File: src/rtl/cwa_pkg.sv
`timescale 1ns / 1ps
// ----------------------------------------------------------------------------
// Coherent window averager package
// Shared widths, register indexes, queue item formats and back-end states.
// ----------------------------------------------------------------------------
package cwa_pkg;

   // Field widths fixed by the interface.
   localparam int CfgW      = 11;
   localparam int SampleW   = 16;
   localparam int AccW      = 26;
   localparam int DivCntW   = 5;
   localparam int CsrIndexW = 1;

   // Saturation limits of an averaged sample, as magnitudes.
   localparam logic [AccW-1:0] PosLimit = AccW'(32767);
   localparam logic [AccW-1:0] NegLimit = AccW'(32768);

   // Configuration register indexes.
   typedef enum logic [CsrIndexW-1:0] {
      CSR_AVERAGE_COUNT = 1'b0,
      CSR_WINDOW_LENGTH = 1'b1
   } cwa_csr_type;

   // One classified sample, handed from the front end to the back end.
   typedef struct packed {
      logic signed [SampleW-1:0] sample_re;
      logic signed [SampleW-1:0] sample_im;
      logic                      last_sample;
      logic                      last_window;
      logic [CfgW-1:0]           count;
   } cwa_item_type;

   // One averaged result.
   typedef struct packed {
      logic signed [SampleW-1:0] avg_re;
      logic signed [SampleW-1:0] avg_im;
      logic                      window_end;
   } cwa_result_type;

   // Back-end sequencer states.
   typedef enum logic [1:0] {
      BACK_CLEAR,
      BACK_IDLE,
      BACK_READ,
      BACK_DIV
   } cwa_back_state_type;

endpackage

File: src/rtl/cwa_front.sv
`timescale 1ns / 1ps
// ----------------------------------------------------------------------------
// Coherent window averager front end
// Accepts samples, tracks window position and window count, and tags each
// sample with its accumulator index and end-of-window flags.
// ----------------------------------------------------------------------------
module cwa_front #(
   parameter int MAX_WINDOW  = 1024,
   parameter int MAX_AVERAGE = 1024,
   parameter int PosW        = 10
) (
   input  logic                                  clock,
   input  logic                                  reset,
   input  logic [cwa_pkg::CfgW-1:0]              average_count,
   input  logic [cwa_pkg::CfgW-1:0]              window_length,
   input  logic                                  push,
   output logic                                  full,
   input  logic signed [cwa_pkg::SampleW-1:0]    sample_re,
   input  logic signed [cwa_pkg::SampleW-1:0]    sample_im,
   input  logic                                  queue_full,
   input  logic                                  clearing,
   output logic                                  queue_push,
   output cwa_pkg::cwa_item_type                 queue_item,
   output logic [PosW-1:0]                       queue_pos
);
   import cwa_pkg::*;

   localparam int LenW  = $clog2(MAX_WINDOW + 1);
   localparam int DoneW = (MAX_AVERAGE > 1) ? $clog2(MAX_AVERAGE) : 1;

   logic [PosW-1:0]  position_ff, position_in;
   logic [DoneW-1:0] windows_done_ff, windows_done_in;
   logic [LenW-1:0]  len;
   logic [LenW-1:0]  pos_ext;
   logic [CfgW-1:0]  cnt;
   logic             last_sample;
   logic             last_window;

   // No transfers while the queue is full or the accumulators are clearing.
   assign full       = queue_full || clearing;
   assign queue_push = push && !full;

   // Effective window length and average count, zero as one, clamped to max.
   always_comb begin
      if (window_length == '0) begin
         len = LenW'(1);
      end else if (32'(window_length) > 32'(MAX_WINDOW)) begin
         len = LenW'(MAX_WINDOW);
      end else begin
         len = LenW'(window_length);
      end
      if (average_count == '0) begin
         cnt = CfgW'(1);
      end else if (32'(average_count) > 32'(MAX_AVERAGE)) begin
         cnt = CfgW'(MAX_AVERAGE);
      end else begin
         cnt = average_count;
      end
   end

   // Position is pulled back into a window that was shortened.
   always_comb begin
      pos_ext = LenW'(position_ff);
      if (pos_ext >= len) begin
         pos_ext = len - LenW'(1);
      end
      last_sample = ({1'b0, pos_ext} + (LenW + 1)'(1)) >= {1'b0, len};
      last_window = (32'(windows_done_ff) + 32'd1) >= 32'(cnt);
   end

   // Classified item.
   always_comb begin
      queue_item.sample_re   = sample_re;
      queue_item.sample_im   = sample_im;
      queue_item.last_sample = last_sample;
      queue_item.last_window = last_window;
      queue_item.count       = cnt;
      queue_pos              = PosW'(pos_ext);
   end

   // Counter update on each input transfer.
   always_comb begin
      position_in     = position_ff;
      windows_done_in = windows_done_ff;
      if (queue_push) begin
         if (last_sample) begin
            position_in     = '0;
            windows_done_in = last_window ? '0 : windows_done_ff + DoneW'(1);
         end else begin
            position_in = PosW'(pos_ext + LenW'(1));
         end
      end
   end

   always_ff @(posedge clock) begin
      if (reset) begin
         position_ff     <= '0;
         windows_done_ff <= '0;
      end else begin
         position_ff     <= position_in;
         windows_done_ff <= windows_done_in;
      end
   end

endmodule

File: config.mk
export PLATFORM = sky130hd
export DESIGN_NAME = cwa_front
export DESIGN_NICKNAME = d
export VERILOG_FILES = /design/src/rtl/cwa_pkg.sv /design/src/rtl/cwa_front.sv
export SDC_FILE = /design/constraint.sdc
export NUM_CORES = 1
export LEC_CHECK = 0
export BUFFER_PORTS_ARGS = -buffer_cell sky130_fd_sc_hd__buf_2
export CORE_ASPECT_RATIO = 1.5
export CORE_MARGIN = 2
export CORE_UTILIZATION = 50
export CTS_BUF_LIST = sky130_fd_sc_hd__clkbuf_8
export CTS_CLUSTER_DIAMETER = 100
export DETAILED_ROUTE_END_ITERATION = 8
export PLACE_DENSITY = 0.84
export SLEW_MARGIN = 20
export SYNTH_ARGS = -nofsm -noshare
export SYNTH_HDL_FRONTEND = slang
export SYNTH_SLANG_ARGS = --single-unit
export TNS_END_PERCENT = 50
File: constraint.sdc
create_clock -name clock -period 8.1 [get_ports clock]
set_input_delay 0.405 -clock clock [delete_from_list [all_inputs] [get_ports clock]]
set_output_delay 0.405 -clock clock [all_outputs]
set_load 0.005 [all_outputs]
==> results summary <==
The combined buffer and inverter count along the critical path is 3. The register area is 400 µm². The most critical setup path has its endpoint at position_ff[9]$_SDFFE_PP0P_. The most critical setup path has its startpoint at window_length[2]. The floorplan has 33 rows. The final wirelength is 6500 µm. At the pin with the least slew margin, the transition time is 0.711 ns. The highest net fanout along the worst path came out at 22.

In this run the clock root is driven by a clkbuf_8. The critical register-to-register path startpoint is position_ff[0]$_SDFFE_PP0P_. After global routing the overflow that remains totals 0. The delay contributed by the slowest stage of the critical path came out at 0.57 ns. STA classifies the critical path endpoint as a flip-flop. The weighted congestion reported at the end of routability-driven placement came out at 0.863. The number of cell instances on the worst register-to-register path came out at 20. The post-synthesis area per instance came out at 7.50 µm².

The post-place setup slack came out at 1.59 ns. The commonest cells after synthesis are 48 x nand2_1, 35 x ha_1, 34 x buf_4. The first-pass GRT wire length came out at 11000 µm. By instance count, the leading cell after synthesis is nand2_1.

The starting utilization of the core area is 0.509. On the critical path the largest part of the delay comes from simple AND/OR/NAND/NOR gates. In this run the standard cell core region covers 5410 µm². The die span in x is 64.6 µm. The clock arrives with 0.00642 ns of skew. The number of warnings reported in the yosys synthesis log is 0. The terminus of the critical flop-to-flop path is position_ff[9]$_SDFFE_PP0P_. The worst min-delay path startpoint is reset. The die area is 6130 µm².

The initial antenna violation count was 0. Before antenna repair, the detailed router went through 4 iterations. The number of diodes added for antenna fixing is 0. Among all stages on the critical path, the largest delay is contributed by or4_4.

The height of the die is 94.9 µm. The share of synthesized area in the top cell type comes to 0.159. The critical path arrival is 6.48 ns.

The number of setup buffers added after CTS is 0. In the final layout, the share of cells above drive strength 1 is 0.179. The count of fill cells added during filler insertion came out at 546. Leaving out filler cells and counting taps, the final layout contains 450.

By startpoint and endpoint, the worst setup path is classified as in2reg. The longest clock path from root to sink contains 2 buffers. In this run, post-CTS repair resized a total of 0 instances. The clock drives 20 sinks. The class of the most critical hold timing path is in2reg. The area used by multi-input combinational logic is 1970 µm². The top flip-flop cell by instance count after synthesis is dfxtp_1. The net count of the finished layout is 475.

The share of the Yosys chip area taken by registers is 0.145. The timing-limited maximum frequency came out at 159 MHz. At the worst endpoint, the required time is 8.30 ns. The number of buffers created by CTS came out at 3.

Yosys mapped a number of flops with a built-in enable equal to 0. For this block, the via count after detailed routing is 2639. The flow ran to the end, and the final reports show no timing, DRC or antenna violations.

Including well taps, the total number of placed cells is 446. The synthesized design spends more area on one cell type than any other, namely ha_1. The final-report max-slew violation count came out at 0. The number of buffers added to fix hold violations after cts is 0. In this run the tightest slew margin relative to its limit is 0.523.

By instance count, the cell type seen most on the critical path is ha_1. The final period demand of the worst path came out at 6.28 ns. Setup total negative slack on the finished layout was measured at 0 ns. Setup repair after global routing left no endpoint under its margin.

The cell count after synthesis came out at 367. The area of the mapped netlist came out at 2750 µm². The clock transition at the registers of the reported paths is 0.07 ns. The HPWL after detailed placement is 5480 µm.

The number of logic stages on the critical path including buffering is 24. The count of state elements after synthesis is 20. Power comes to 0.263 mW. The later pin in the worst-skew pair is clocked with a latency of 0.26 ns. The worst-case register-to-register setup slack is 2.86 ns. The number of endpoints with negative hold slack in the final report is 0. The H-tree depth reported by CTS is 1. Traced cell by cell, the critical path runs through buf_2, or4_4, nor3b_1, o21ai_0, inv_1, ha_1, nand2b_1, a211oi_1, o311a_1, o22ai_2, buf_4, mux2i_1, ha_1, nand2_1, nor3b_1, mux2i_1, xor2_1, ha_1, a2111oi_0, o21ai_1, a221o_1, nor3_2, nor4b_1, nand3b_1.

The total power density per cell area came out at 91.8 nW/µm². The net count after synthesis is 461. The area growth from synthesis to layout is 4.13%. The total cell area at the placement stage is 2810 µm². The maximum VDD drop is 54.8 µV. The async set-or-reset flop fraction in the synthesized netlist came out at 0. 116 I/O pins were placed. Entering global routing, the biggest net connects 23 pins. The area of all placed cells without fillers is 2870 µm².

The count of final setup violators came out at 0. The leakage power of the design is 1.40 nW. After synthesis, the cell types taking the most area are ha_1 16%, dfxtp_1 15%, buf_4 9.3%. The number of routed nets with antenna violations is 0. The worst-case setup margin in the final layout came out at 1.82 ns. In this run, the number of DRC markers left after iteration 0 of detailed routing was 113.

Across the run, the number of max-cap violations was 0. The worst hold slack is 0.429 ns. The via density per instance came out at 5.86.

The post-route fraction of the period consumed by the critical path came out at 0.775. The type of origin of the critical path is a primary input. The number of buffer cells added on primary ports came out at 51. The number of unique standard cell types used by synthesis came out at 62. In the routed design, unresolved DRC markers number 0. The aggregate global-route resource usage came out at 0.222. The detail-routed net length per standard cell came out at 14.4 µm. Measured on the finished design, the core utilization comes to 0.530. TritonCTS built the clock tree. The via count of the first global-routing pass came out at 2559.
==> placed cells by master (no fill, tap or decap), types with 3 or more instances in the layout <==
| cell | n |
|---|---|
| ha_1 | 35 |
| buf_2 | 51 |
| nor3_1 | 4 |
| mux2_2 | 4 |
| inv_1 | 23 |
| nor4_1 | 5 |
| o21ai_0 | 14 |
| o211ai_1 | 4 |
| xor2_1 | 9 |
| a21oi_1 | 15 |
| a31oi_1 | 5 |
| nor2_1 | 26 |
| nand2b_1 | 12 |
| clkbuf_8 | 4 |
| xnor2_1 | 9 |
| dfxtp_1 | 20 |
| o2111ai_1 | 5 |
| a21o_1 | 8 |
| or3_1 | 4 |
| nand3_1 | 13 |
| nand2_1 | 48 |
| a22o_1 | 5 |
| and3_1 | 4 |
| nor4b_1 | 3 |
| mux2i_1 | 6 |
==> cell type report <==
cell class / count / area share
repair buffers: 52 / 0.0916
inverters: 24 / 0.0314
multi-input cells: 280 / 0.688
flip-flops and latches: 20 / 0.140
well taps: 70 / 0.0305
clock buffers: 4 / 0.0192
==> power by group <==
group,switching (mW),total (mW),internal (mW)
Sequential,0.00219,0.102,0.0998
Clock,0.0310,0.0742,0.0432
Combinational,0.0510,0.0869,0.0359
Total,0.0842,0.263,0.179
==> metal layers <==
metal / share of wire / vias to the layer above / GRT usage
met3: 0.045 / 21 / 0.0179
met2: 0.52 / 103 / 0.431
met5: 0 / - / 0
met4: 0.045 / 0 / 0.140
met1: 0.39 / 1202 / 0.224
li1: - / 1313 / -
==> registers in the layout, summed over array words and instances (netlist names) <==
name,cells
windows_done_ff,10
position_ff,10
==> cells by family after synthesis <==
logic type                 Yosys count  share of synthesized area
buffers and inverters               67                      0.141
adders and majority gates           35                      0.159
AOI/OAI and AO/OA                   83                      0.210
DFF                                 20                      0.145
and+or+nand+nor                    134                      0.249
xor gates and xnor gates            18                     0.0572
muxes                               10                     0.0382
==> how the worst min path moves through the flow <==
| stage | end | cells past startpoint |
|---|---|---|
| floorplan | windows_done_ff[9]$_SDFFE_PP0P_ | 2 |
| global placement | windows_done_ff[8]$_SDFFE_PP0P_ | 2 |
| detailed placement | windows_done_ff[9]$_SDFFE_PP0P_ | 2 |
| CTS | position_ff[0]$_SDFFE_PP0P_ | 2 |
| global route | windows_done_ff[2]$_SDFFE_PP0P_ | 2 |
| finish | position_ff[0]$_SDFFE_PP0P_ | 2 |
==> worst register-to-register path, delay by kind of cell, from the launching register on <==
kind                       cells  cell delay (ns)
buffers and inverters          2             0.30
and+or+nand+nor                6             1.41
xor gates and xnor gates       1             0.17
DFF                            1             0.36
muxes                          2             0.44
adders and majority gates      3             0.91
AOI/OAI and AO/OA              6             1.59
No activity file was read; power rests on OpenSTA's default activity.
