===== src/rtl/cwa_fifo.sv =====
`timescale 1ns / 1ps
// ----------------------------------------------------------------------------
// Small synchronous queue
// Register-based first-in first-out buffer with full and empty flags.
// ----------------------------------------------------------------------------
module cwa_fifo #(
   parameter int WIDTH = 8,
   parameter int DEPTH = 4
) (
   input  logic             clock,
   input  logic             reset,
   input  logic             push,
   input  logic [WIDTH-1:0] push_data,
   input  logic             pop,
   output logic [WIDTH-1:0] head,
   output logic             full,
   output logic             empty
);
   localparam int PtrW = (DEPTH > 1) ? $clog2(DEPTH) : 1;
   localparam int CntW = $clog2(DEPTH + 1);

   logic [WIDTH-1:0] data_ff [DEPTH];
   logic [PtrW-1:0]  rd_ptr_ff, rd_ptr_in;
   logic [PtrW-1:0]  wr_ptr_ff, wr_ptr_in;
   logic [CntW-1:0]  count_ff, count_in;
   logic             do_push, do_pop;

   assign full    = (count_ff == CntW'(DEPTH));
   assign empty   = (count_ff == '0);
   assign head    = data_ff[rd_ptr_ff];
   assign do_push = push && !full;
   assign do_pop  = pop && !empty;

   // Pointer and occupancy update.
   always_comb begin
      rd_ptr_in = rd_ptr_ff;
      wr_ptr_in = wr_ptr_ff;
      count_in  = count_ff;
      if (do_push) begin
         wr_ptr_in = (wr_ptr_ff == PtrW'(DEPTH - 1)) ? '0 : wr_ptr_ff + PtrW'(1);
      end
      if (do_pop) begin
         rd_ptr_in = (rd_ptr_ff == PtrW'(DEPTH - 1)) ? '0 : rd_ptr_ff + PtrW'(1);
      end
      if (do_push && !do_pop) begin
         count_in = count_ff + CntW'(1);
      end else if (do_pop && !do_push) begin
         count_in = count_ff - CntW'(1);
      end
   end

   always_ff @(posedge clock) begin
      if (reset) begin
         rd_ptr_ff <= '0;
         wr_ptr_ff <= '0;
         count_ff  <= '0;
      end else begin
         rd_ptr_ff <= rd_ptr_in;
         wr_ptr_ff <= wr_ptr_in;
         count_ff  <= count_in;
      end
   end

   // Storage is written on each push transfer.
   always_ff @(posedge clock) begin
      if (do_push) begin
         data_ff[wr_ptr_ff] <= push_data;
      end
   end

endmodule


===== config.mk =====
export PLATFORM = sky130hd
export DESIGN_NAME = cwa_fifo
export DESIGN_NICKNAME = d
export VERILOG_FILES = /design/src/rtl/cwa_fifo.sv
export SDC_FILE = /design/constraint.sdc
export NUM_CORES = 1
export LEC_CHECK = 0
export BUFFER_PORTS_ARGS = -buffer_cell sky130_fd_sc_hd__buf_2
export CAP_MARGIN = 30
export CELL_PAD_IN_SITES_DETAIL_PLACEMENT = 2
export CELL_PAD_IN_SITES_GLOBAL_PLACEMENT = 2
export CORE_ASPECT_RATIO = 1.2
export CORE_MARGIN = 2
export CORE_UTILIZATION = 41
export CTS_CLUSTER_SIZE = 28
export DETAILED_ROUTE_END_ITERATION = 16
export PLACE_DENSITY = 0.83
export REMOVE_ABC_BUFFERS = 1
export SLEW_MARGIN = 20
export SYNTH_ARGS = -nofsm -noshare
export SYNTH_HDL_FRONTEND = slang
export SYNTH_SLANG_ARGS = --single-unit

===== constraint.sdc =====
create_clock -name clock -period 2.45 [get_ports clock]
set_input_delay 0.49 -clock clock [delete_from_list [all_inputs] [get_ports clock]]
set_output_delay 0.49 -clock clock [all_outputs]
set_load 0.1 [all_outputs]

==> results.json, run 1 <==
{
  "slew_violations": 0,
  "layout_min_cycle_time_ns": 2.32,
  "status": "complete, no violations",
  "clkSinkCount": 41,
  "ant_nets": 0,
  "cts_inserted_buffers": 5,
  "swShare": 0.421,
  "fp.dieH_um": 73.4,
  "crit_path_start_kind": "flip-flop",
  "combPwrFrac": 0.398,
  "yosysUniqueCellTypes": 26,
  "worst_slack_ns": 0.126,
  "grt_overflow": 0,
  "fin_crit_sh": 0.949,
  "syn_avg_cell_area_um2": 17.9,
  "leakage_nw": 0.717,
  "tritoncts": "built",
  "placed_cell_area_um2": 1800,
  "holdCritPathClass": "input port to flip-flop",
  "power_density_nw_per_um2": 1270,
  "drive_gt1_frac": 0.429,
  "fp.dieArea_um2": 4540,
  "worst_pin_slew_ns": 0.489,
  "peakVddDrop_mv": 0.623,
  "crit_path_end_kind": "flip-flop",
  "max_freq_mhz": 430,
  "core_area_um2": 3910,
  "nets": 137,
  "wire_per_inst_um": 18.5,
  "pre_cts_slack_ns": 0.00691,
  "area_growth_pct": 18.1,
  "setup_violations": 0,
  "seq_area_frac_synth": 0.694,
  "n_antenna_cell": 0,
  "antenna_found_initial": 0,
  "grt_usage": 0.166,
  "netlist_area_um2": 1650,
  "p_switching_mw": 1.04,
  "dpl.hpwl_um": 2290,
  "grt_max_degree": 14,
  "mostFrequentLayoutCell": "edfxtp_1",
  "p_int_mw": 1.43,
  "postCtsHoldBufs": 0,
  "crit_fanout": 5,
  "layout_common_cells": "edfxtp_1, buf_2, mux4_2",
  "fin_cells": 173,
  "crit_arrival_ns": 2.55,
  "drt_iter0_drc": 18,
  "finClkSkew_ns": 0.00969,
  "clkLatencyLatePin_ns": 0.30,
  "rows": 25,
  "die_x_um": 61.8,
  "wirelength_um": 3210,
  "clockBufferDepth": 2,
  "syn_inst": 92,
  "grt_pass1_wl_um": 5110,
  "clk_pin_slew_worst_paths_ns": 0.08,
  "path_class": "flip-flop to flip-flop",
  "ctsHtreeMaxLevel": 2,
  "vias": 881,
  "fin_area_um2": 1940,
  "routabilityCongestion": 0.724,
  "ys_warn_count": 0,
  "grt_pass1_vias": 1021,
  "placed_cells": 164,
  "initial_core_util": 0.421,
  "final_util": 0.497,
  "seq_power_share": 0.373,
  "place.port_buffers": 21,
  "first_pass_iters": 4,
  "synth-seq-cells": 41,
  "relSlewSlack": 0.676,
  "cap_violations": 0,
  "io-pin-count": 22,
  "cts-root-buf": "clkbuf_8",
  "post_drt_via_cell_ratio": 5.09,
  "cp.required_ns": 2.68,
  "hold_viol": 0,
  "clock_power_share": 0.229,
  "drc": 0
}
[through the flow]
| stage | power (mW) | TNS, ns | hold slack [ns] |
|---|---|---|---|
| 2_1_floorplan | 1.72 | -0.479 | 0.456 |
| 3_3_place_gp | 1.86 | 0 | 0.472 |
| 5_1_grt | 2.58 | -0.0136 | 0.409 |
| 6_report | 2.47 | 0 | 0.411 |
| 4_1_cts | 2.47 | 0 | 0.406 |
| 3_5_place_dp | 1.91 | 0 | 0.519 |
[state kept, by name (all words and copies together) (netlist names), named ones only]
register   flops
count_ff       3
data_ff       32
rd_ptr_ff      2
wr_ptr_ff      2
[power groups by stage]
| stage | logic (mW) | clock network [mW] | registers (mW) |
|---|---|---|---|
| 6_report | 0.984 | 0.566 | 0.921 |
| 5_1_grt | 1.05 | 0.600 | 0.934 |
| 4_1_cts | 0.985 | 0.572 | 0.914 |
| 3_5_place_dp | 0.979 | 0 | 0.929 |
| 3_3_place_gp | 0.940 | 0 | 0.916 |
| 2_1_floorplan | 0.794 | 0 | 0.926 |
[what timing repair did]
action / 4_1_cts / 5_1_grt
endpoints found under the setup margin: 1 / 1
buffers inserted: 0 / 1
gates resized for setup: 1 / 3
[worst max-delay path: stages (launching register included)]
cell and delay, ns:
dfxtp_1 0.38, or3b_4 0.31, clkinv_4 0.06, nor2_2 0.13, ha_1 0.22, inv_1 0.07, fa_1 0.37, xor2_1 0.17
or3_2 0.42, a21oi_1 0.14
[routing by layer]
layer	GRT usage	wire length [um]
met5	0	0
met4	0.0709	59
met3	0.0423	135
met2	0.287	1710
met1	0.190	1300
[layout make-up]
cell class	count	area [um^2]
clock buffer	6	82.6
clock inverter	2	37.5
fill	366	1970
inverter	5	23.8
multi-input combinational	42	468
sequential	41	1140
tap	54	67.6
timing repair buffer	23	120
[worst paths after layout]
| kind | start | end | slack, ns | cells past startpoint |
|---|---|---|---|---|
| min | push_data[7] | data_ff[3][7] | 0.41 | 1 |
| max reg2reg | count_ff[2] | count_ff[2] | 0.13 | 9 |
| min reg2reg | rd_ptr_ff[0] | flip-flop | 0.52 | 2 |
| max | count_ff[2] | count_ff[2] | 0.13 | 9 |
[synthesized netlist by cell type, drive strengths merged]
library cell   n  area share
clkinv         1      0.0053
o21ai          2      0.0061
nor2           4       0.011
mux2i          2       0.012
buf            3       0.012
fa             1       0.012
nor3           2      0.0061
o31ai          2       0.015
inv            4      0.0091
or3            2      0.0084
nand3          2      0.0061
clkbuf         1      0.0023
and3           4       0.018
edfxtp        32        0.58
or3b           1      0.0053
mux4           8        0.11
ha             6       0.046
nand2          1      0.0023
a21oi          3      0.0091
xor2           2       0.011
dfxtp          9        0.11
[cells by family (layout without fill, tap and decap cells)]
family / count (synthesis) / after routing / share of synthesized area
fa+ha+maj: 7 / 7 / 0.0578
compound gates: 7 / 7 / 0.0304
buf+inv: 9 / 36 / 0.0289
mux: 10 / 10 / 0.122
flops: 41 / 41 / 0.694
xor+xnor: 2 / 2 / 0.0106
simple gates: 16 / 16 / 0.0570
(Power assumes the default switching activity.)
==> run 2, diff against run 1 <==
==> constraint.sdc (replaced) <==
create_clock -name clock -period 2.3 [get_ports clock]
set_input_delay 0.46 -clock clock [delete_from_list [all_inputs] [get_ports clock]]
set_output_delay 0.46 -clock clock [all_outputs]
set_load 0.1 [all_outputs]
==> results.json, run 2 (synthesis results as in run 1) <==
{
  "n_antenna_cell": 0,
  "hold_viol": 0,
  "met2_usage": 0.304,
  "nets": 138,
  "top_register": "data_ff",
  "cts_inserted_buffers": 5,
  "final_util": 0.494,
  "grt_overflow": 0,
  "relSlewSlack": 0.675,
  "reg_top3": "data_ff (32), count_ff (3)",
  "fin_cells": 174,
  "clockBufferDepth": 2,
  "clk_pin_slew_worst_paths_ns": 0.08,
  "largest_register_ffs": 32,
  "postCtsHoldBufs": 0,
  "first_pass_iters": 4,
  "r2r_cells": 9,
  "wirelength_um": 3320,
  "grt_max_degree": 13,
  "fin_crit_sh": 0.956,
  "wire_per_inst_um": 19.1,
  "finClkSkew_ns": 0.00507,
  "setup_violations": 0,
  "tritoncts": "built",
  "worst_slack_ns": 0.101,
  "place.port_buffers": 21,
  "post_drt_via_cell_ratio": 5.11,
  "max_freq_mhz": 455,
  "die_x_um": 61.8,
  "rsz0062_at_grt": "no",
  "slew_violations": 0,
  "placed_cells": 166,
  "io-pin-count": 22,
  "crit_path_end_kind": "flip-flop",
  "initial_core_util": 0.421,
  "cts-root-buf": "clkbuf_8",
  "layout_common_cells": "edfxtp_1, buf_2, mux4_2",
  "drive_gt1_frac": 0.442,
  "pre_cts_slack_ns": -0.0317,
  "post_cts_resized": 6,
  "antenna_found_initial": 0,
  "clkLatencyLatePin_ns": 0.29,
  "clkSinkCount": 41,
  "cp.required_ns": 2.51,
  "leakage_nw": 0.712,
  "grt_pass1_vias": 1000,
  "cts_setup_buffers": 0,
  "layout_min_cycle_time_ns": 2.20,
  "peakVddDrop_mv": 0.654,
  "holdCritPathClass": "input port to flip-flop",
  "fp.dieH_um": 73.4,
  "grt_usage": 0.172,
  "status": "complete, no violations",
  "whs_path_depth": 1,
  "ant_nets": 0,
  "crit_fanout": 5,
  "grt_busiest_layer": "met2",
  "dpl.hpwl_um": 2400,
  "path_class": "flip-flop to flip-flop",
  "fp.dieArea_um2": 4540,
  "drt_iter0_drc": 28,
  "routabilityCongestion": 0.738,
  "mostFrequentLayoutCell": "edfxtp_1",
  "rows": 25,
  "crit_path_start_kind": "flip-flop",
  "grt_pass1_wl_um": 5240,
  "area_growth_pct": 17.4,
  "cap_violations": 0,
  "drc": 0,
  "core_area_um2": 3910,
  "placed_cell_area_um2": 1820,
  "fin_area_um2": 1930,
  "crit_arrival_ns": 2.41,
  "gr-usage-met3": 0.0511,
  "ctsHtreeMaxLevel": 2,
  "power_density_nw_per_um2": 1300,
  "vias": 889,
  "grt_use_met1": 0.183,
  "worst_pin_slew_ns": 0.491
}
## run 2: final timing paths
check                             startpoint       endpoint  slack (ns)
worst min register to register  rd_ptr_ff[0]      flip-flop        0.55
worst min-delay path            push_data[3]  data_ff[0][3]        0.39
worst max register to register   count_ff[2]    count_ff[2]        0.10
worst max-delay path             count_ff[2]    count_ff[2]        0.10
## run 2: area by class of cell
type                       count  area, um^2
multi-input combinational     42         485
inverter                       5        23.8
sequential                    41        1140
tap                           54        67.6
clock inverter                 2        10.0
clock buffer                   6        72.6
fill                         380        1980
timing repair buffer          24         128
## run 2: worst max-delay path, cell delays in order, from the launching register on
cell,delay [ns]
dfxtp_2,0.36
or3b_4,0.26
clkinv_4,0.06
nor2_4,0.13
ha_4,0.16
inv_1,0.05
fa_1,0.37
xor2_1,0.16
or3_2,0.42
a21oi_1,0.15
## run 2: layer usage
metal  up-vias  part of all wire  routed length, um
met5         -                 0                  0
met2        22              0.56               1860
met1       456              0.38               1250
li1        405                 -                  -
met4         0             0.020                 67
met3         6             0.043                142
## run 2: per-stage QoR
stage	TNS, ns	hold WS (ns)	power (mW)
2_1_floorplan	-0.723	0.456	1.83
3_3_place_gp	0	0.481	2.00
5_1_grt	0	0.377	2.63
3_5_place_dp	-0.0317	0.526	2.05
4_1_cts	0	0.382	2.52
6_report	0	0.386	2.51
## run 2: where the power goes
group          internal [mW]  switching, mW
Combinational          0.287          0.792
Sequential             0.908         0.0782
Clock                  0.210          0.232
